### src/mfpd_pkg.sv
// shared types and constants of the magic framed packet deframer
package mfpd_pkg;

	localparam logic [31:0] HEAD_MAGIC_RESET = 32'h9D74C714;
	localparam logic [31:0] TAIL_MAGIC_RESET = 32'hD7A152C8;
	localparam int unsigned FIXED_HEADER_BYTES = 12;

	localparam int unsigned CFG_IDX_W = 1;
	localparam int unsigned CFG_DATA_W = 32;
	localparam logic [CFG_IDX_W-1:0] REG_HEAD_MAGIC = 1'd0;
	localparam logic [CFG_IDX_W-1:0] REG_TAIL_MAGIC = 1'd1;

	localparam int unsigned RESULT_QUEUE_DEPTH = 4;

	localparam logic ITEM_BODY = 1'b0;
	localparam logic ITEM_VERDICT = 1'b1;

	localparam logic [1:0] STATUS_OK = 2'd0;
	localparam logic [1:0] STATUS_BAD_HEAD = 2'd1;
	localparam logic [1:0] STATUS_SHORT = 2'd2;
	localparam logic [1:0] STATUS_BAD_TAIL = 2'd3;

	typedef struct packed {
		logic        item_kind;
		logic [7:0]  body_byte;
		logic        body_last;
		logic [1:0]  status;
		logic [15:0] command_id;
		logic [31:0] body_length;
	} result_t;

endpackage

### src/mfpd_if.sv
// byte input and result output channel interfaces
interface mfpd_in_if;
	logic       valid;
	logic       ready;
	logic [7:0] data_byte;
	logic       buffer_end;

	modport source(output valid, data_byte, buffer_end, input ready);
	modport sink(input valid, data_byte, buffer_end, output ready);
endinterface

interface mfpd_out_if;
	logic        valid;
	logic        ready;
	logic        item_kind;
	logic [7:0]  body_byte;
	logic        body_last;
	logic [1:0]  status;
	logic [15:0] command_id;
	logic [31:0] body_length;

	modport source(output valid, item_kind, body_byte, body_last, status, command_id,
		body_length, input ready);
	modport sink(input valid, item_kind, body_byte, body_last, status, command_id,
		body_length, output ready);
endinterface

### src/magic_framed_packet_deframer_unit.sv
// top level of the magic framed packet deframer
//
// din takes one buffer byte per transaction, buffer_end set on the final byte.
// The block checks the head magic, reads command id, extension size and body
// size, skips the extension, passes body bytes out on dout (item_kind 0,
// body_last on the final one), checks the tail magic and sends one verdict
// (item_kind 1) per buffer. A buffer that ends before its verdict gets a
// too-short verdict; bytes after the tail are ignored.
// Each byte is parsed in the cycle it is accepted and its results land in a
// small result queue. Throughput is one byte per cycle while din.ready is
// high, that is while the queue has room for two results, so a stalled
// receiver lets the queue fill and then holds off the sender. The only byte
// that yields two results is a body byte that also ends the buffer, and the
// queue drains one result per cycle while dout.ready is high. Magic registers
// are written through cfg_we/cfg_index/cfg_data while idle, a rule the block
// leaves to the user. Reset (arst_n low) empties the queue, returns the parser
// to await a head magic and loads the default magic values.
module magic_framed_packet_deframer_unit #(
	parameter int unsigned QUEUE_DEPTH = mfpd_pkg::RESULT_QUEUE_DEPTH
) (
	input  logic                           clk,
	input  logic                           arst_n,
	input  logic                           cfg_we,
	input  logic [mfpd_pkg::CFG_IDX_W-1:0]  cfg_index,
	input  logic [mfpd_pkg::CFG_DATA_W-1:0] cfg_data,
	mfpd_in_if.sink                        din,
	mfpd_out_if.source                     dout
);

	localparam int unsigned PTR_W = (QUEUE_DEPTH > 1) ? $clog2(QUEUE_DEPTH) : 1;
	localparam int unsigned CNT_W = $clog2(QUEUE_DEPTH + 1);
	localparam logic [PTR_W-1:0] LAST_PTR = PTR_W'(QUEUE_DEPTH - 1);

	localparam logic [2:0] PH_HEAD = 3'd0;
	localparam logic [2:0] PH_HDR  = 3'd1;
	localparam logic [2:0] PH_EXT  = 3'd2;
	localparam logic [2:0] PH_BODY = 3'd3;
	localparam logic [2:0] PH_TAIL = 3'd4;
	localparam logic [2:0] PH_DONE = 3'd5;

	localparam logic [31:0] HDR_FIELD_BYTES = 32'(mfpd_pkg::FIXED_HEADER_BYTES - 4);

	logic [31:0] head_magic_q, tail_magic_q;
	logic [2:0]  phase_q, phase_n;
	logic [31:0] count_q, count_n;
	logic [31:0] shift_q, shift_n;
	logic [15:0] cmd_q, cmd_n;
	logic [15:0] ext_q, ext_n;
	logic [31:0] body_q, body_n;
	logic        given_q, given_n;

	mfpd_pkg::result_t res [2];
	logic [1:0]        res_v;
	logic              verdict_push;

	mfpd_pkg::result_t queue_q [QUEUE_DEPTH];
	logic [PTR_W-1:0]  wr_ptr_q, rd_ptr_q, wr_ptr_1;
	logic [CNT_W-1:0]  fill_q;

	logic accept, pop;
	logic [31:0] count_inc, shift_in;

	assign accept = din.valid && din.ready;
	assign pop = dout.valid && dout.ready;
	assign din.ready = (fill_q <= CNT_W'(QUEUE_DEPTH - 2));

	assign count_inc = count_q + 32'd1;
	assign shift_in = {shift_q[23:0], din.data_byte};

	// configuration registers
	always_ff @(posedge clk or negedge arst_n) begin
		if (!arst_n) begin
			head_magic_q <= mfpd_pkg::HEAD_MAGIC_RESET;
			tail_magic_q <= mfpd_pkg::TAIL_MAGIC_RESET;
		end else if (cfg_we) begin
			case (cfg_index)
				mfpd_pkg::REG_HEAD_MAGIC: head_magic_q <= cfg_data;
				mfpd_pkg::REG_TAIL_MAGIC: tail_magic_q <= cfg_data;
				default: ;
			endcase
		end
	end

	// parser for one byte
	always_comb begin
		mfpd_pkg::result_t verdict;
		logic [1:0]        vstatus;
		logic              vgen;

		phase_n = phase_q;
		count_n = count_q;
		shift_n = shift_q;
		cmd_n = cmd_q;
		ext_n = ext_q;
		body_n = body_q;
		given_n = given_q;
		vgen = 1'b0;
		vstatus = mfpd_pkg::STATUS_OK;

		res[0] = '0;
		res[1] = '0;
		res_v = 2'b00;

		case (phase_q)
			PH_HEAD: begin
				shift_n = shift_in;
				count_n = count_inc;
				if (count_inc == 32'd4) begin
					if (shift_in != head_magic_q) begin
						vgen = 1'b1;
						vstatus = mfpd_pkg::STATUS_BAD_HEAD;
					end else begin
						phase_n = PH_HDR;
						count_n = '0;
						shift_n = '0;
					end
				end
			end
			PH_HDR: begin
				shift_n = shift_in;
				count_n = count_inc;
				if (count_inc == 32'd2) begin
					cmd_n = shift_in[15:0];
					shift_n = '0;
				end else if (count_inc == 32'd4) begin
					ext_n = shift_in[15:0];
					shift_n = '0;
				end else if (count_inc == HDR_FIELD_BYTES) begin
					body_n = shift_in;
					shift_n = '0;
					count_n = '0;
					if (ext_q != 16'd0) begin
						phase_n = PH_EXT;
					end else begin
						phase_n = (shift_in != 32'd0) ? PH_BODY : PH_TAIL;
					end
				end
			end
			PH_EXT: begin
				count_n = count_inc;
				if (count_inc >= {16'd0, ext_q}) begin
					count_n = '0;
					phase_n = (body_q != 32'd0) ? PH_BODY : PH_TAIL;
				end
			end
			PH_BODY: begin
				count_n = count_inc;
				res_v[0] = 1'b1;
				res[0].item_kind = mfpd_pkg::ITEM_BODY;
				res[0].body_byte = din.data_byte;
				res[0].body_last = (count_inc >= body_q);
				if (count_inc >= body_q) begin
					phase_n = PH_TAIL;
					count_n = '0;
					shift_n = '0;
				end
			end
			PH_TAIL: begin
				shift_n = shift_in;
				count_n = count_inc;
				if (count_inc == 32'd4) begin
					vgen = 1'b1;
					vstatus = (shift_in == tail_magic_q) ? mfpd_pkg::STATUS_OK :
						mfpd_pkg::STATUS_BAD_TAIL;
				end
			end
			default: ;
		endcase

		// buffer ended before any verdict
		if (din.buffer_end && !given_q && !vgen) begin
			vgen = 1'b1;
			vstatus = mfpd_pkg::STATUS_SHORT;
		end

		verdict = '0;
		verdict.item_kind = mfpd_pkg::ITEM_VERDICT;
		verdict.status = vstatus;
		if (vstatus == mfpd_pkg::STATUS_OK) begin
			verdict.command_id = cmd_q;
			verdict.body_length = body_q;
		end

		if (vgen) begin
			given_n = 1'b1;
			phase_n = PH_DONE;
			if (res_v[0]) begin
				res[1] = verdict;
				res_v[1] = 1'b1;
			end else begin
				res[0] = verdict;
				res_v[0] = 1'b1;
			end
		end
		verdict_push = vgen;

		if (din.buffer_end) begin
			phase_n = PH_HEAD;
			count_n = '0;
			shift_n = '0;
			cmd_n = '0;
			ext_n = '0;
			body_n = '0;
			given_n = 1'b0;
		end
	end

	always_ff @(posedge clk or negedge arst_n) begin
		if (!arst_n) begin
			phase_q <= PH_HEAD;
			count_q <= '0;
			shift_q <= '0;
			cmd_q <= '0;
			ext_q <= '0;
			body_q <= '0;
			given_q <= 1'b0;
		end else if (accept) begin
			phase_q <= phase_n;
			count_q <= count_n;
			shift_q <= shift_n;
			cmd_q <= cmd_n;
			ext_q <= ext_n;
			body_q <= body_n;
			given_q <= given_n;
		end
	end

	// result queue, up to two writes and one read per cycle
	assign wr_ptr_1 = (wr_ptr_q == LAST_PTR) ? '0 : wr_ptr_q + PTR_W'(1);

	always_ff @(posedge clk) begin
		if (accept && res_v[0]) begin
			queue_q[wr_ptr_q] <= res[0];
		end
		if (accept && res_v[1]) begin
			queue_q[wr_ptr_1] <= res[1];
		end
	end

	always_ff @(posedge clk or negedge arst_n) begin
		logic [CNT_W-1:0] n_wr;
		if (!arst_n) begin
			wr_ptr_q <= '0;
			rd_ptr_q <= '0;
			fill_q <= '0;
		end else begin
			n_wr = accept ? (CNT_W'(res_v[0]) + CNT_W'(res_v[1])) : '0;
			if (accept && res_v[1]) begin
				wr_ptr_q <= (wr_ptr_1 == LAST_PTR) ? '0 : wr_ptr_1 + PTR_W'(1);
			end else if (accept && res_v[0]) begin
				wr_ptr_q <= wr_ptr_1;
			end
			if (pop) begin
				rd_ptr_q <= (rd_ptr_q == LAST_PTR) ? '0 : rd_ptr_q + PTR_W'(1);
			end
			fill_q <= fill_q + n_wr - CNT_W'(pop);
		end
	end

	assign dout.valid = (fill_q != '0);
	assign dout.item_kind = queue_q[rd_ptr_q].item_kind;
	assign dout.body_byte = queue_q[rd_ptr_q].body_byte;
	assign dout.body_last = queue_q[rd_ptr_q].body_last;
	assign dout.status = queue_q[rd_ptr_q].status;
	assign dout.command_id = queue_q[rd_ptr_q].command_id;
	assign dout.body_length = queue_q[rd_ptr_q].body_length;

	// queue never overflows
	a_fill_bound: assert property (@(posedge clk) disable iff (!arst_n)
		fill_q <= CNT_W'(QUEUE_DEPTH))
		else $error("result queue overflow");

	// buffer end always returns the parser to idle
	a_end_idle: assert property (@(posedge clk) disable iff (!arst_n)
		accept && din.buffer_end |=> phase_q == PH_HEAD && !given_q && count_q == '0)
		else $error("parser not idle after buffer end");

	// a verdict mid-buffer parks the parser until the buffer ends
	a_verdict_done: assert property (@(posedge clk) disable iff (!arst_n)
		accept && verdict_push && !din.buffer_end |=> phase_q == PH_DONE && given_q)
		else $error("verdict given without entering done");

	// at most one verdict per buffer
	a_one_verdict: assert property (@(posedge clk) disable iff (!arst_n)
		accept && given_q |-> !verdict_push)
		else $error("second verdict in one buffer");

endmodule
### src/flat_wrapper.sv
// flat-port wrapper written by rule: the top's interface ports become plain ports
module magic_framed_packet_deframer_unit_flat 
#(
	parameter int unsigned QUEUE_DEPTH = mfpd_pkg::RESULT_QUEUE_DEPTH
)
  (clk, arst_n, cfg_we, cfg_index, cfg_data, din_valid, din_data_byte, din_buffer_end, din_ready, dout_valid, dout_item_kind, dout_body_byte, dout_body_last, dout_status, dout_command_id, dout_body_length, dout_ready);
  mfpd_in_if din_i ();
  mfpd_out_if dout_i ();
  input  logic clk;
  input  logic arst_n;
  input  logic cfg_we;
  input  logic [mfpd_pkg::CFG_IDX_W-1:0] cfg_index;
  input  logic [mfpd_pkg::CFG_DATA_W-1:0] cfg_data;
  input wire logic [$bits(din_i.valid)-1:0] din_valid;
  input wire logic [$bits(din_i.data_byte)-1:0] din_data_byte;
  input wire logic [$bits(din_i.buffer_end)-1:0] din_buffer_end;
  output wire logic [$bits(din_i.ready)-1:0] din_ready;
  output wire logic [$bits(dout_i.valid)-1:0] dout_valid;
  output wire logic [$bits(dout_i.item_kind)-1:0] dout_item_kind;
  output wire logic [$bits(dout_i.body_byte)-1:0] dout_body_byte;
  output wire logic [$bits(dout_i.body_last)-1:0] dout_body_last;
  output wire logic [$bits(dout_i.status)-1:0] dout_status;
  output wire logic [$bits(dout_i.command_id)-1:0] dout_command_id;
  output wire logic [$bits(dout_i.body_length)-1:0] dout_body_length;
  input wire logic [$bits(dout_i.ready)-1:0] dout_ready;
  assign din_i.valid = din_valid;
  assign din_i.data_byte = din_data_byte;
  assign din_i.buffer_end = din_buffer_end;
  assign din_ready = din_i.ready;
  assign dout_valid = dout_i.valid;
  assign dout_item_kind = dout_i.item_kind;
  assign dout_body_byte = dout_i.body_byte;
  assign dout_body_last = dout_i.body_last;
  assign dout_status = dout_i.status;
  assign dout_command_id = dout_i.command_id;
  assign dout_body_length = dout_i.body_length;
  assign dout_i.ready = dout_ready;
  magic_framed_packet_deframer_unit #(.QUEUE_DEPTH(QUEUE_DEPTH)) u_core (.clk(clk), .arst_n(arst_n), .cfg_we(cfg_we), .cfg_index(cfg_index), .cfg_data(cfg_data), .din(din_i), .dout(dout_i));
endmodule
### config.mk
export PLATFORM = sky130hd
export DESIGN_NAME = magic_framed_packet_deframer_unit_flat
export DESIGN_NICKNAME = d
export VERILOG_FILES = /design/src/mfpd_pkg.sv /design/src/mfpd_if.sv /design/src/magic_framed_packet_deframer_unit.sv /design/src/flat_wrapper.sv
export SDC_FILE = /design/constraint.sdc
export NUM_CORES = 1
export LEC_CHECK = 0
export BUFFER_PORTS_ARGS = -buffer_cell sky130_fd_sc_hd__buf_2
export CORE_ASPECT_RATIO = 1.2
export CORE_MARGIN = 2
export CORE_UTILIZATION = 47
export DETAILED_ROUTE_END_ITERATION = 10
export GPL_TIMING_DRIVEN = 0
export PLACE_DENSITY = 0.66
export SLEW_MARGIN = 20
export SYNTH_ARGS = -nofsm -noshare
export SYNTH_HDL_FRONTEND = slang
export SYNTH_SLANG_ARGS = --single-unit
export TNS_END_PERCENT = 5
### constraint.sdc
create_clock -name clk -period 5.55 [get_ports clk]
set_input_delay 0 -clock clk [delete_from_list [all_inputs] [get_ports clk]]
set_output_delay 0 -clock clk [all_outputs]
set_load 0.1 [all_outputs]
# --- Word-level counts from Yosys, hierarchy flattened ---
# Memories as Yosys holds them, arrays and structs flattened.
# Index checks and enable logic that the tools add are counted.
totals:
  ff_bits: 195
  mem_bits_rw: 240
  inputBits: 47
  mem_count: 1
mem_list:
  columns: ["memory", "words", "word_bits", "read_ports", "rd_ports_with_merged_regs", "wr", "line_no", "rtl"]
  rows:
  - ["u_core.queue_q", 4, 60, 1, 0, 2, "magic_framed_packet_deframer_unit.sv:56", "mfpd_pkg::result_t queue_q [QUEUE_DEPTH];"]
op_classes:
  n_addsub: 7
  n_lt_le_gt_ge: 3
  n_eq_ne: 22
  mux: 73
  bitwise: 1
  n_reduce_logical: 32
ops:
  columns: ["op", "count"]
  rows:
  - ["2-to-1 mux 32 bit", 13]
  - ["2-to-1 mux 24 bit", 7]
  - ["case mux 32 bit (5 select lines)", 1]
  - ["2-to-1 mux 120 bit", 1]
  - ["2-to-1 mux 60 bit", 2]
  - ["2-to-1 mux 16 bit", 7]
  - ["case mux 24 bit (4 select lines)", 1]
  - ["nonzero test 32 bit", 2]
  - ["2-to-1 mux 48 bit", 1]
  - ["2-to-1 mux 3 bit", 13]
  - ["adder 32 x 1 -> 32 bit (second input constant)", 1]
  - ["equality test 32 x 2 -> 1 bit (second input constant)", 1]
  - ["equality test 32 x 3 -> 1 bit (second input constant)", 1]
  - ["equality test 32 bit", 1]
  - ["equality test 32 x 4 -> 1 bit (second input constant)", 1]
  - ["greater-or-equal comparator 32 x 16 -> 1 bit", 1]
  - ["greater-or-equal comparator 32 bit", 1]
  - ["!= test 32 bit", 1]
  - ["2-to-1 mux 2 bit", 10]
  - ["!= test 4 x 2 -> 1 bit (second input constant)", 4]
  - ["nonzero test 16 bit", 1]
  - ["2-to-1 mux 1 bit", 13]
  - ["!= test 4 x 3 -> 1 bit (second input constant)", 3]
  - ["case mux 3 bit (4 select lines)", 1]
  - ["28 further kinds", 50]

# --- Logic depth before layout (Yosys ltp) ---
# Gate-level depths: netlist (run 1).
depth:
  ltp_word: 12
  depth_mapped: 20
  mapped_depth_nobuf: 18

# --- Worst setup path after synthesis (run 1) ---
# Ideal clock, no wire load.
synth_path:
  kind: "register to register"
  startpoint: "reg u_core.count_q[0]"
  endpoint: "mem u_core.queue_q[3][0] (netlist bit), enable pin"
  setup_time_ps: 405
  arrival_time_ps: 4899
  t_required_ps: 5145
  slack_ps: 246
  stages_incl_launch_ff: 18
  path_buffers: 2
  path_cell_list: "dfrtp_1 ha_1 and4_1 nand4_2 xnor2_1 a2111o_1 nor4b_4 nand2_1 or4_1 and2_1 inv_1 ha_1 clkbuf_1 nand2_1 o21ai_0 nand2_1 clkbuf_1 inv_1"
synth_lines:
  columns: ["item", "line_no", "rtl"]
  rows:
  - ["from (decl)", "magic_framed_packet_deframer_unit.sv:45", "logic [31:0] count_q, count_n;"]
  - ["from (signal assigned)", "magic_framed_packet_deframer_unit.sv:219", "count_q <= count_n;"]
  - ["to (decl)", "magic_framed_packet_deframer_unit.sv:56", null]

# --- Worst setup path in the final report (run 1) ---
layout_path:
  startpoint: "reg u_core.count_q[1]"
  endpoint: "reg u_core.fill_q[2]"
layout_via:
  elab_chain_cells: 12
  elab_cells_between_ends: 13
layout_rtl:
  columns: ["item", "line_no", "rtl"]
  rows:
  - ["adder 32 x 1 -> 32 bit *", "magic_framed_packet_deframer_unit.sv:67", "assign count_inc = count_q + 32'd1;"]
  - ["equality test 32 x 3 -> 1 bit *", "magic_framed_packet_deframer_unit.sv:108, magic_framed_packet_deframer_unit.sv:161", null]
  - ["2-to-1 mux 1 bit, on equally long branches", "magic_framed_packet_deframer_unit.sv:161, magic_framed_packet_deframer_unit.sv:108", null]
  - ["case mux 1 bit (2 select lines) *", "magic_framed_packet_deframer_unit.sv:104", "case (phase_q)"]
  - ["zero test 1 bit", "magic_framed_packet_deframer_unit.sv:171", "if (din.buffer_end && !given_q && !vgen) begin"]
  - ["logical AND 1 bit", "magic_framed_packet_deframer_unit.sv:171", null]
  - ["2-to-1 mux 1 bit *", "magic_framed_packet_deframer_unit.sv:171", null]
  - ["2-to-1 mux 2 bit *", "magic_framed_packet_deframer_unit.sv:184", "if (vgen) begin"]
  - ["adder 1 x 1 -> 2 bit *", "magic_framed_packet_deframer_unit.sv:247", "n_wr = accept ? (CNT_W'(res_v[0]) + CNT_W'(res_v[1])) : '0;"]
  - ["2-to-1 mux 3 bit *", "magic_framed_packet_deframer_unit.sv:247", null]
  - ["adder 3 bit *", "magic_framed_packet_deframer_unit.sv:256", "fill_q <= fill_q + n_wr - CNT_W'(pop);"]
  - ["subtractor 3 x 1 -> 3 bit *", "magic_framed_packet_deframer_unit.sv:256", null]
  - ["to (signal assigned)", "magic_framed_packet_deframer_unit.sv:256", null]
  - ["to (decl)", "magic_framed_packet_deframer_unit.sv:58", "logic [CNT_W-1:0] fill_q;"]
# Mark *: on every way between the ends. The rest lies on a longest branch, timed or not.
# A chain may end at the register's enable or synchronous reset.

==> results of run 1 <==
==> final cells by class <==
type	instances	area, um2
multi-input combinational	1176	9450
clock inverter	31	358
fill	3965	20300
clock buffer	52	1240
sequential	435	11800
tap	616	771
buffer	117	539
timing repair buffer	160	1200
inverter	101	389
==> worst min-delay path: stages <==
cell and delay [ps]:
dlygate4sd3_1 560, buf_8 120, buf_16 340
==> report_power, final <==
group	internal [mW]	switching [mW]
registers	3.87	0.424
clock network	1.93	1.35
logic	1.38	3.63
==> layout by cell type (no fill, tap or decap), types with 11 or more instances in the layout <==
master           n
nand2_1        145
mux4_2          60
dfstp_2         31
dlygate4sd3_1   46
nand4_1         40
clkinv_2        13
buf_1           15
xor2_1          11
xnor2_1         84
nor2_1          39
inv_1           96
a32o_1          43
clkbuf_1        66
and3_1          16
or3_1           11
edfxtp_1       204
dfxtp_1         36
nor3_1          77
dfrtp_1        163
mux2_2          82
clkbuf_16       48
buf_2          116
nand3_1         37
ha_1            64
nor3_2          65
nor2b_1         19
and2_1          74
nor4_1          30
clkbuf_2        12
o21ai_0         92
mux2i_1         11
a21oi_1         44
==> how the worst max path moves through the flow <==
stage	slack, ps	cells past startpoint	endpoint
finish	210	19	u_core.fill_q[2]
global route	-1	19	u_core.fill_q[2]
CTS	20	18	u_core.fill_q[2]
detailed placement	-990	16	u_core.queue_q[0][49]
global placement	-2090	17	u_core.queue_q[3][25]
floorplan	250	17	u_core.queue_q[3][0]
==> layer usage <==
metal,up-vias,GRT usage
met1,7964,0.333
met3,131,0.0405
met5,-,0
met4,0,0.104
met2,520,0.450
li1,7142,-
==> timing repair <==
action,CTS,global route
hold endpoints to repair,257,0
hold buffers,46,0
setup endpoints to repair,502,372
buffers inserted,2,5
gates resized for setup,25,18
pin swaps,3,2
==> flip-flops by register name, indices dropped and copies added, names as in the netlist <==
signal	count
u_core.queue_q	240
u_core.body_q	32
u_core.count_q	32
u_core.head_magic_q	32
u_core.tail_magic_q	32
u_core.shift_q	24
u_core.cmd_q	16
u_core.ext_q	16
u_core.fill_q	3
u_core.phase_q	3
u_core.rd_ptr_q	2
u_core.wr_ptr_q	2
u_core.given_q	1
==> logic make-up after synthesis <==
kind of cell,share of synthesized area
DFF,0.535
AOI/OAI and AO/OA,0.0760
buffers and inverters,0.0421
adders and majority gates,0.0384
xor gates and xnor gates,0.0386
muxes,0.108
and+or+nand+nor,0.162
==> through the flow <==
| step | power [mW] | setup slack, ps | util | instances | setup TNS, ps |
|---|---|---|---|---|---|
| finish | 12.6 | 207 | 0.558 | 2688 | 0 |
| detailed placement | 9.29 | -992 | 0.510 | 2557 | -269330 |
| global placement | 9.18 | -2090 | 0.505 | 2551 | -560590 |
| floorplan | 7.95 | 246 | - | 1835 | 0 |
| CTS | 12.6 | 15.9 | 0.557 | 2687 | 0 |
| global route | 13.1 | -1.21 | 0.558 | 2688 | -2.42 |
==> metrics list, run 1 <==
- For the worst flop-to-flop path, the logic depth is 19.
* Number of vias in the routed layout: roughly 16000
- Peak Freq: 187 MHz
- Leakage power total: 9.62 nW
* CTS tree: done
* Startpoint type of the worst setup path: register
* Routed met2 length: 31.3 mm
- Most used flip-flop cell after synthesis: edfxtp_1
* Wire length on met3: around 3.3 mm
* Minimum period implied by the final worst setup slack: 5340 ps
* Final clock skew: between 20 and 30 ps
* Routed length on met1: 25.8 mm
* Area of the core: 0.0461 mm2
- Across all hold checks on the routed design, the worst slack comes to 16.3 ps.
* CP Max Fanout: 10
- With fillers left out, the area of the finished cells amounts to roughly 0.026 mm2.
* Sum of overflow across all layers after global routing: 0
* Cell area after synthesis: 0.0220 mm2
- First-pass GRT wire length: 95.8 mm
- Via count of the first global-routing pass: 16000
- Highest ir drop seen on vdd: between 0.3 and 0.4 mV
* Antenna diode count: 0
- Each instance of the synthesized netlist takes up on average approximately 12 um2.
- Post-place instance area: around 0.023 mm2
- Master cell of the clock root buffer: clkbuf_16
- The run finished with clean final reports.
* Proportion of register bits with asynchronous set or reset after synthesis: 0.448
- Grouping stages by cell kind, the critical path spends the most delay in simple AND/OR/NAND/NOR gates.
- The number of different library cells used by synthesis comes to 75.
* Post-Synthesis Net Count: 1949
- The die covers 0.0486 mm2.
- Worst slew slack as a fraction of its limit: 0.354
- After synthesis, the most frequently instantiated cells are 204 x edfxtp_1, 164 x dfrtp_1, 147 x nand2_1.
- By area the synthesized netlist is led by edfxtp_1 28%, dfrtp_1 19%, mux4_2 6.1%, mux2_2 4.2%, ha_1 3.8%.
- DR iter-0 viols: 1122
* HPWL after DPL: approximately 46 mm
- After clock tree synthesis, the clock-pin slew on the worst setup and hold paths is around 60 ps.
* Final Max Tran Viols: 0
* Clock net sink count: 435
- After detailed routing, the average wire length per cell comes to about 23 um.
- Max-cap viol count: 0
- Of the cells placed in the final design, the portion with a size suffix greater than 1 is 0.246.
* Vias/cell: 5.86
- Most frequently used cell type in the post-synthesis netlist: edfxtp_1
* Ordered list of cells on the worst path: ha_2, and4_2, nand4_2, or3_1, xnor2_2, nor4_4, buf_4, nand2_1, or4_1, and2_1, inv_1, ha_2, inv_1, nor2_2, inv_1, ha_1, fa_1, xor2_1, xnor2_1
* Beginning of the worst register-to-register path: u_core.count_q[1]
- Worst hold path type: in2async
- Critical Path AT: 5810 ps
- Syn Inst Count: ~1800
* Die outline height: 241 um
- The worst setup path is of the reg2reg kind.
- Register-to-register setup slack: 210 ps
- The routed design has 62.8 mm of wire.
- Number of buffers created by CTS: 45
- For this run, the detailed router's first-pass iteration total came to 5.
- Transition time at the pin with the least slew margin: 969 ps
- On the worst path, the slowest cell contributes a delay of 560 ps.
- The clock passes through at most 3 buffers.
* Cell with the biggest individual delay on the critical path: or4_1
- In this run, synthesis inferred 204 flip-flops with an integrated enable.
- Layout Area Growth over Synthesis: 16.8%
* Global router's overall resource usage: 0.261
- Worst Setup End Kind: register
- In this run the worst setup path begins at u_core.count_q[1].
* Total number of placement rows: 86
- The number of endpoints with negative hold slack in the final report was 0.
* Sequential element share of the synthesized area: 0.535
* Flip-flop and latch count after synthesis: 435
- Dividing the final minimum period by the clock period gives 0.963.
- Sum of buffers and inverters on the critical path: 4
- Total power per unit cell area: just under 500 mW/mm2
- Reg-to-reg endpoint: u_core.fill_q[2]
- Yosys printed 0 warnings.
* NumNets Final: ~2200
- Antenna viol nets, final: 0
- Setup violations remaining at the end of the flow were counted as 0.
- The share of synthesized area in the top cell type comes to 0.278.
- STA puts the critical path data required time at 6020 ps.
* Last weighted congestion value of the routability-driven placer: 0.953
- The initial antenna violation count came to 0.
* Number of H-tree branching levels: 2
* Clk_lat worst skew: 600 ps
- Remaining DRCs: 0
- Library cell with the largest summed area after synthesis: edfxtp_1
- During I/O placement, the number of pins put on the boundary was 109.
- Largest net degree at the start of global routing: 103
* Width of the die: 202 um
* DR top layer: met4
- The initial utilization of the core area, before any placement, comes to 0.478.
- Input and output buffers added on the ports amount to 100.
* Critical Path Most Common Cell: inv_1
Note: power is estimated with default switching activity, not from simulation.
==> inputs of run 2 (changes only) <==
- CORE_MARGIN: 2 -> 8
==> metrics list, run 2 (same netlist as run 1, synthesis figures left out) <==
- Counting flops per register, the top entry is u_core.queue_q.
- The count of maximum capacitance violations was 0 (unchanged).
- The sequential cell fraction of total power is 0.347 (+0.006).
* Number of flip-flops under the largest register name: 240 (unchanged)
* Setup-failing EPs final: 0 (unchanged)
- The upper clock frequency limit came to 186 MHz (-0.80%).
- The setup TNS is 0 ps (unchanged).
- Cell with the biggest individual delay on the critical path: or4_1
- The antenna diode instance count is 0 (unchanged).
- The number of placed instances, taps included came to 2564 (+0.27%).
- Internal cell power: 7.04 mW (-2.0%)
* Via count of the first global-routing pass: 16000 (-0.49%)
- The number of clock buffers inserted by TritonCTS was 45 (unchanged).
- Status: finished, final reports clean
- Critical path's largest stage delay: 580 ps (+20 ps)
- Worst slew slack as a fraction of its limit: 0.256 (-0.0981)
* Width of the die: 214 um (+6.0%)
- The average wire per cell in the routed design is 23.4 um (+0.31%).
- Final Max Tran Viols: 0 (unchanged)
- The overall die area came to 0.0540 mm2 (+11%).
- The share of total power in the clock network was 0.251 (-0.010).
- The detailed-route wire length came to 63.0 mm (+0.31%).
- The maximum buffer depth of the clock tree was 3 (unchanged).
- The clock transition time at the flip-flop clock pins of the worst setup and hold paths is 70 ps (about the same).
- Minimum period implied by the final worst setup slack: 5390 ps (+43.3 ps)
- HPWL after DPL: 46.4 mm (+1.7%)
- Top-level port count: 109 (unchanged)
- The detailed-route vias per instance came to 5.78 (-1.3%).
- Class of the most critical setup path: reg2reg
- Commonest non-fill, non-tap cells in the layout: 204 x edfxtp_1, 163 x dfrtp_1, 144 x nand2_1, 117 x buf_2, 96 x inv_1
* Highest ir drop seen on vdd: 0.443 mV (+32%)
- Leakage power total: 9.57 nW (-0.50%)
- First-pass GRT wire length: 97.0 mm (+1.2%)
* Initial antenna violation count: 0 (unchanged)
- The fraction of power consumed by combinational cells was 0.402 (+0.004).
- The die height is 253 um (+5.0%).
- The violation count after the first detailed-route iteration came to 997 (-11%).
* NumNets Final: 2142 (-0.37%)
- Grouping stages by cell kind, the critical path spends the most delay in simple AND/OR/NAND/NOR gates.
- The critical path goes through ha_2, and4_2, nand4_2, or3_1, xnor2_2, nor4_4, buf_4, nand2_1, or4_1, and2_1, ha_1, nand2b_1, nand2_1, nand2_1, clkbuf_1, inv_4, buf_16.
- The slew at the pin closest to its max-slew limit is 1110 ps (+145 ps).
* First-pass iteration count of the detailed router: 5 (unchanged)
- CTS placed an instance of clkbuf_16 at the clock tree root.
* Startpoint type of the worst setup path: register
- The worst path buffer plus inverter count came to 4 (unchanged).
* Sum of overflow across all layers after global routing: 0 (unchanged)
- Port Buffers: 100 (unchanged)
- Count of non-filler cells in the finished layout: 2688 (unchanged)
- Most frequent standard cell in the layout excluding fill and tap cells: edfxtp_1
* Total number of placement rows: 87 (+1.2%)
* Critical Path AT: 5650 ps (-160 ps)
- Largest net degree at the start of global routing: 79 (-23%)
- Last weighted congestion value of the routability-driven placer: 0.972 (+1.9%)
- Clk_lat worst skew: 590 ps (about the same)
- Switching Power: 5.34 mW (-1.3%)
- The fraction of layout cells with a size suffix above 1 was 0.246 (about the same).
* Global router's overall resource usage: 0.236 (-0.0257)
- The part of the cycle the worst path needs was 0.971 (+0.00781).
- Antenna viol nets, final: 0 (unchanged)
* Number of vias in the routed layout: 15500 (-1.3%)
* Initial cell density of the core: 0.472 (-0.00549)
- The total clock sinks is 435 (unchanged).
- Area of the core: 0.0466 mm2 (+1.2%)
* Number of H-tree branching levels: 2 (unchanged)
- The required time reported for the critical path endpoint was 5810 ps (-210 ps).
* Final core occ: 0.550 (-0.00851)
- CP Max Fanout: 47 (+37)
- The maximum clock skew at final layout is 26.4 ps (-1.90 ps).
- Share of total power consumed by net switching: 0.431 (+0.00185)
- Compared with the post-synthesis result, the final layout area differs by 16.4%.
- The count of unresolved DRC violations after routing was 0 (unchanged).
* Worst Setup End Kind: register
* Critical Path Most Common Cell: nand2_1
- The number of endpoints with negative hold slack in the final report was 0 (unchanged).
- Worst hold path type: in2reg
* Total power per unit cell area: 483 mW/mm2 (-1.3%)
- RSZ-0062 raised after global routing: yes
* CTS tree: done
run 2: per-stage QoR:
step           total power [mW]  hold WS (ps)  cell area (um2)  setup slack (ps)
5_1_grt                    12.9          16.4            25600             -14.5
6_report                   12.4          14.9            25600               164
3_3_place_gp               9.19           247            23300             -2120
3_5_place_dp               9.28         -22.6            23500             -1110
2_1_floorplan              7.95          -296            22000               246
4_1_cts                    12.4          9.60            25500             -81.4
run 2: routing by layer:
metal / wire (um) / vias up / GRT usage
met3: 3540 / 97 / 0.0386
met5: 0 / - / 0
li1: - / 7137 / -
met2: 31500 / 450 / 0.397
met1: 25800 / 7861 / 0.303
met4: 2190 / 0 / 0.0855
run 2: worst register-to-register path, cell delays in order, from the launching register on:
cell	delay [ps]
dfrtp_2	490
ha_2	290
and4_2	320
nand4_2	250
or3_1	490
xnor2_2	210
nor4_4	290
buf_4	210
nand2_1	100
or4_1	580
and2_1	260
ha_1	270
nand2b_1	220
nand2_1	90
nand2_1	70
clkbuf_1	340
inv_4	230
buf_16	280
run 2: power by group through the flow:
stage / combinational [mW] / sequential [mW] / clock, mW
after global placement: 4.86 / 4.33 / 0
after floorplan: 3.75 / 4.20 / 0
after detailed placement: 4.92 / 4.36 / 0
final: 4.97 / 4.30 / 3.11
after global routing: 5.29 / 4.36 / 3.29
after CTS: 4.98 / 4.29 / 3.16
run 2: final cells by class:
type                    count  area (um2)
fillers                  4074       21000
flip-flops and latches    435       11800
multi-input cells        1176        9480
clock buffers              67        1320
repair buffers            151        1130
well taps                 623         779
plain buffers             118         553
inverters                 101         389
clock inverters            17         195
run 2: what timing repair did:
item	4_1_cts	5_1_grt
gates resized for setup	30	23
cloned	0	0
endpoints found under the setup margin	505	438
hold endpoints to repair	183	0
hold buffers	41	0
pin swaps	1	4
buffers inserted	0	4
run 2: worst paths after layout:
kind                                       start                      end  slack, ps  cells after the start
setup / recovery               u_core.count_q[0]    u_core.queue_q[1][25]        160                     17
hold / removal                  din_data_byte[2]    u_core.queue_q[3][53]         10                      2
setup reg to reg               u_core.count_q[0]    u_core.queue_q[1][25]        160                     17
hold reg to reg            u_core.queue_q[2][54]    u_core.queue_q[2][54]        460                      1
max in group asynchronous                 arst_n  u_core.head_magic_q[26]       4250                      5
min in group asynchronous                 arst_n         u_core.cmd_q[12]        540                      4
==> inputs of run 3 (changes only) <==
- REMOVE_ABC_BUFFERS: default -> 1
==> metrics list, run 3 (same netlist as run 1, synthesis figures left out) <==
- First-pass iteration count of the detailed router: 5 (unchanged)
- The depth of the most critical reg-to-reg path was 16 (-1).
- The routability-driven placement congestion ratio was 0.934 (-3.9%).
- The worst hold slack came to 3.12 ps (-11.7 ps).
* Number of fill cells in the layout: 4037 (-0.91%)
- Share of total power in combinational logic: 0.396 (-0.006)
- Transition time at the pin with the least slew margin: 1120 ps (+9.15 ps)
* DR iter-0 viols: 923 (-7.4%)
- The port buffer count is 108 (+8.0%).
- The largest individual stage delay along the critical path comes from the cell or4_1.
- The maximum buffer depth of the clock tree was 3 (unchanged).
- The flip-flop count of the largest register after layout is 240 (unchanged).
* Number of hold-slack violations in the final timing report: 0 (unchanged)
* Highest ir drop seen on vdd: 0.326 mV (-26%)
* Worst hold path type: in2async
- The fraction of layout cells with a size suffix above 1 was 0.251 (+0.00462).
* HPWL after DPL: 40.6 mm (-12%)
- Final Cell Area: 0.0256 mm2 (about the same)
* Number of H-tree branching levels: 2 (unchanged)
- Clock net sink count: 435 (unchanged)
* Setup-failing EPs final: 0 (unchanged)
* Share of total power consumed by net switching: 0.425 (-0.00587)
* Sum of overflow across all layers after global routing: 0 (unchanged)
- The maximum fanout along the worst path was 43 (-8.5%).
* Layout Area Growth over Synthesis: 16.3% (about the same)
- CP required: 5800 ps (about the same)
- The maximum clock skew at final layout came to 27.8 ps (+1.35 ps).
- The areal power density over the cells came to 478 mW/mm2 (-1.1%).
- Initial antenna violation count: 3 (+3)
- Vias/cell: 5.83 (+0.80%)
* Top-level port count: 109 (unchanged)
- TritonCTS built the clock tree.
- Grouping stages by cell kind, the critical path spends the most delay in simple AND/OR/NAND/NOR gates.
* Average routed wire per standard cell: 22.4 um (-4.4%)
- Antenna viol nets, final: 0 (unchanged)
- Max-cap viol count: 0 (unchanged)
* Beginning of the worst register-to-register path: u_core.count_q[1]
* Register with the highest flop count: u_core.queue_q
- Die outline height: 253 um (unchanged)
- The critical path is of the reg2reg type.
- Post-place instance area: 0.0234 mm2 (-0.48%)
- Final Max Tran Viols: 0 (unchanged)
* Period Utilization, post-route: 0.971 (about the same)
- Final Power: 12.2 mW (-1.2%)
* Multi-input logic area: 0.00952 mm2 (+0.46%)
* Switching Power: 5.21 mW (-2.5%)
* Initial cell density of the core: 0.472 (unchanged)
- The horizontal extent of the die is 214 um (unchanged).
* Total number of placement rows: 87 (unchanged)
- Critical Path Most Common Cell: nand2_1
- The clock latency on the worst-skew pair came to 590 ps (about the same).
* Register-to-register setup slack: 160 ps (about the same)
- The clock transition time at the flip-flop clock pins of the worst setup and hold paths is 70 ps (about the same).
- Part of the total power dissipated in sequential elements: 0.358 (+0.011)
- Status: finished, final reports clean
* Commonest non-fill, non-tap cells in the layout: 204 x edfxtp_1, 161 x dfrtp_1, 143 x nand2_1, 107 x buf_2, 96 x inv_1
- Peak Freq: 186 MHz (about the same)
- Register cell area after layout: 0.0118 mm2 (about the same)
- The final layout net count came to 2066 (-3.5%).
- Startpoint type of the worst setup path: register
* Reg-to-reg endpoint: u_core.queue_q[3][32]
- Largest net degree at the start of global routing: 87 (+10%)
* Number of buffers created by CTS: 44 (-2.2%)
- The share of total power in the clock network came to 0.247 (-0.004).
* Remaining DRCs: 0 (unchanged)
* Internal cell power: 7.03 mW (-0.14%)
- The minimum period implied by the final worst setup slack came to 5390 ps (+1.43 ps).
- Critical path's largest stage delay: 540 ps (-40 ps)
* Most frequent standard cell in the layout excluding fill and tap cells: edfxtp_1
* Total length of routed wires: 58.5 mm (-7.1%)
* Worst Setup End Kind: register
* Area of the core: 0.0466 mm2 (unchanged)
- The overall die area is 0.0540 mm2 (unchanged).
- The via count of the first global-routing pass came to 15700 (-1.8%).
- CTS placed an instance of clkbuf_16 at the clock tree root.
* Leakage power total: 9.56 nW (-0.13%)
- Global router's overall resource usage: 0.218 (-0.0182)
- Critical Path AT: 5640 ps (about the same)
* Sum of buffers and inverters on the critical path: 3 (-1)
- The first-pass GRT wire length came to 91.1 mm (-6.1%).
- The worst slew margin relative to its limit came to 0.250 (-0.00611).
- Number of vias in the routed layout: 15200 (-2.1%)
- Ordered list of cells on the worst path: ha_4, and4_1, nand4_2, xnor2_2, a2111o_1, nor4b_4, nand2_1, or4_1, and2_1, inv_1, ha_2, nand2_1, o21ai_0, nand2_1, inv_4, buf_16
- Setup repair after global routing left no endpoint under its margin.
run 3: cell types whose count changed in the layout (fill, tap and decap cells not counted), sizes merged:
| cell | change |
|---|---|
| buf | -8 |
| bufinv | -1 |
| clkbuf | -83 |
| clkinv | +5 |
| clkinvlp | +1 |
| diode | +2 |
| dlygate4sd3 | +10 |
| inv | -3 |
| nand3b | +1 |
run 3: worst max-delay path by stage:
stage / end / cells after the start / slack [ps] / startpoint
floorplan: u_core.queue_q[3][0] / 11 / -700 / u_core.count_q[0]
finish: u_core.queue_q[3][32] / 16 / 160 / u_core.count_q[1]
global route: u_core.queue_q[3][32] / 16 / 20 / u_core.count_q[1]
global placement: u_core.queue_q[3][35] / 11 / -2970 / u_core.count_q[0]
detailed placement: u_core.count_q[19] / 16 / -690 / u_core.count_q[0]
CTS: u_core.count_q[23] / 17 / 3 / u_core.count_q[8]
run 3: final cells by class:
type | count | area share
antenna | 2 | 0.000196
clock buffer | 62 | 0.0504
clock inverter | 19 | 0.00674
inverter | 101 | 0.0153
multi-input combinational | 1177 | 0.372
sequential | 435 | 0.460
tap | 623 | 0.0304
timing repair buffer | 193 | 0.0651
run 3: power by group through the flow:
stage	clock, mW	combinational [mW]	sequential (mW)
6_report	3.02	4.84	4.38
5_1_grt	3.20	5.15	4.44
4_1_cts	3.07	4.84	4.38
3_5_place_dp	0	4.79	4.44
3_3_place_gp	0	4.47	4.62
2_1_floorplan	0	3.53	4.36
run 3: repair_timing:
item | in CTS | in global routing
buffers inserted | 1 | 11
endpoints found under the setup margin | 331 | 274
hold buffers | 51 | 0
pin swaps | 2 | 4
gates cloned | 0 | 1
gates resized for setup | 15 | 10
endpoints found under the hold margin | 269 | 0
run 3: routing by layer:
metal  GRT usage  wire (um)  part of all wire  vias to the layer above
met5           0         13           0.00022                        -
met4      0.0576       1500             0.026                        2
met3      0.0347       3340             0.057                      103
met2       0.377      29800              0.51                      469
met1       0.280      23800              0.41                     7657
li1            -          -                 -                     6995
run 3: worst register-to-register path, stage by stage (launching register included):
cell and delay, ps:
dfrtp_1 490, ha_4 220, and4_1 270, nand4_2 220
xnor2_2 260, a2111o_1 490, nor4b_4 390, nand2_1 150
or4_1 540, and2_1 260, inv_1 100, ha_2 290
nand2_1 150, o21ai_0 100, nand2_1 380, inv_4 400
buf_16 300
run 3: through the flow:
stage                     instances   util  setup slack, ps  TNS (ps)
after detailed placement       2465  0.502             -687    -96790
final                          2612  0.549              162         0
after CTS                      2598  0.546             3.25         0
after global placement         2443  0.489            -2970   -766870
after global routing           2612  0.549             18.5         0
after floorplan                1712      -             -702    -41110
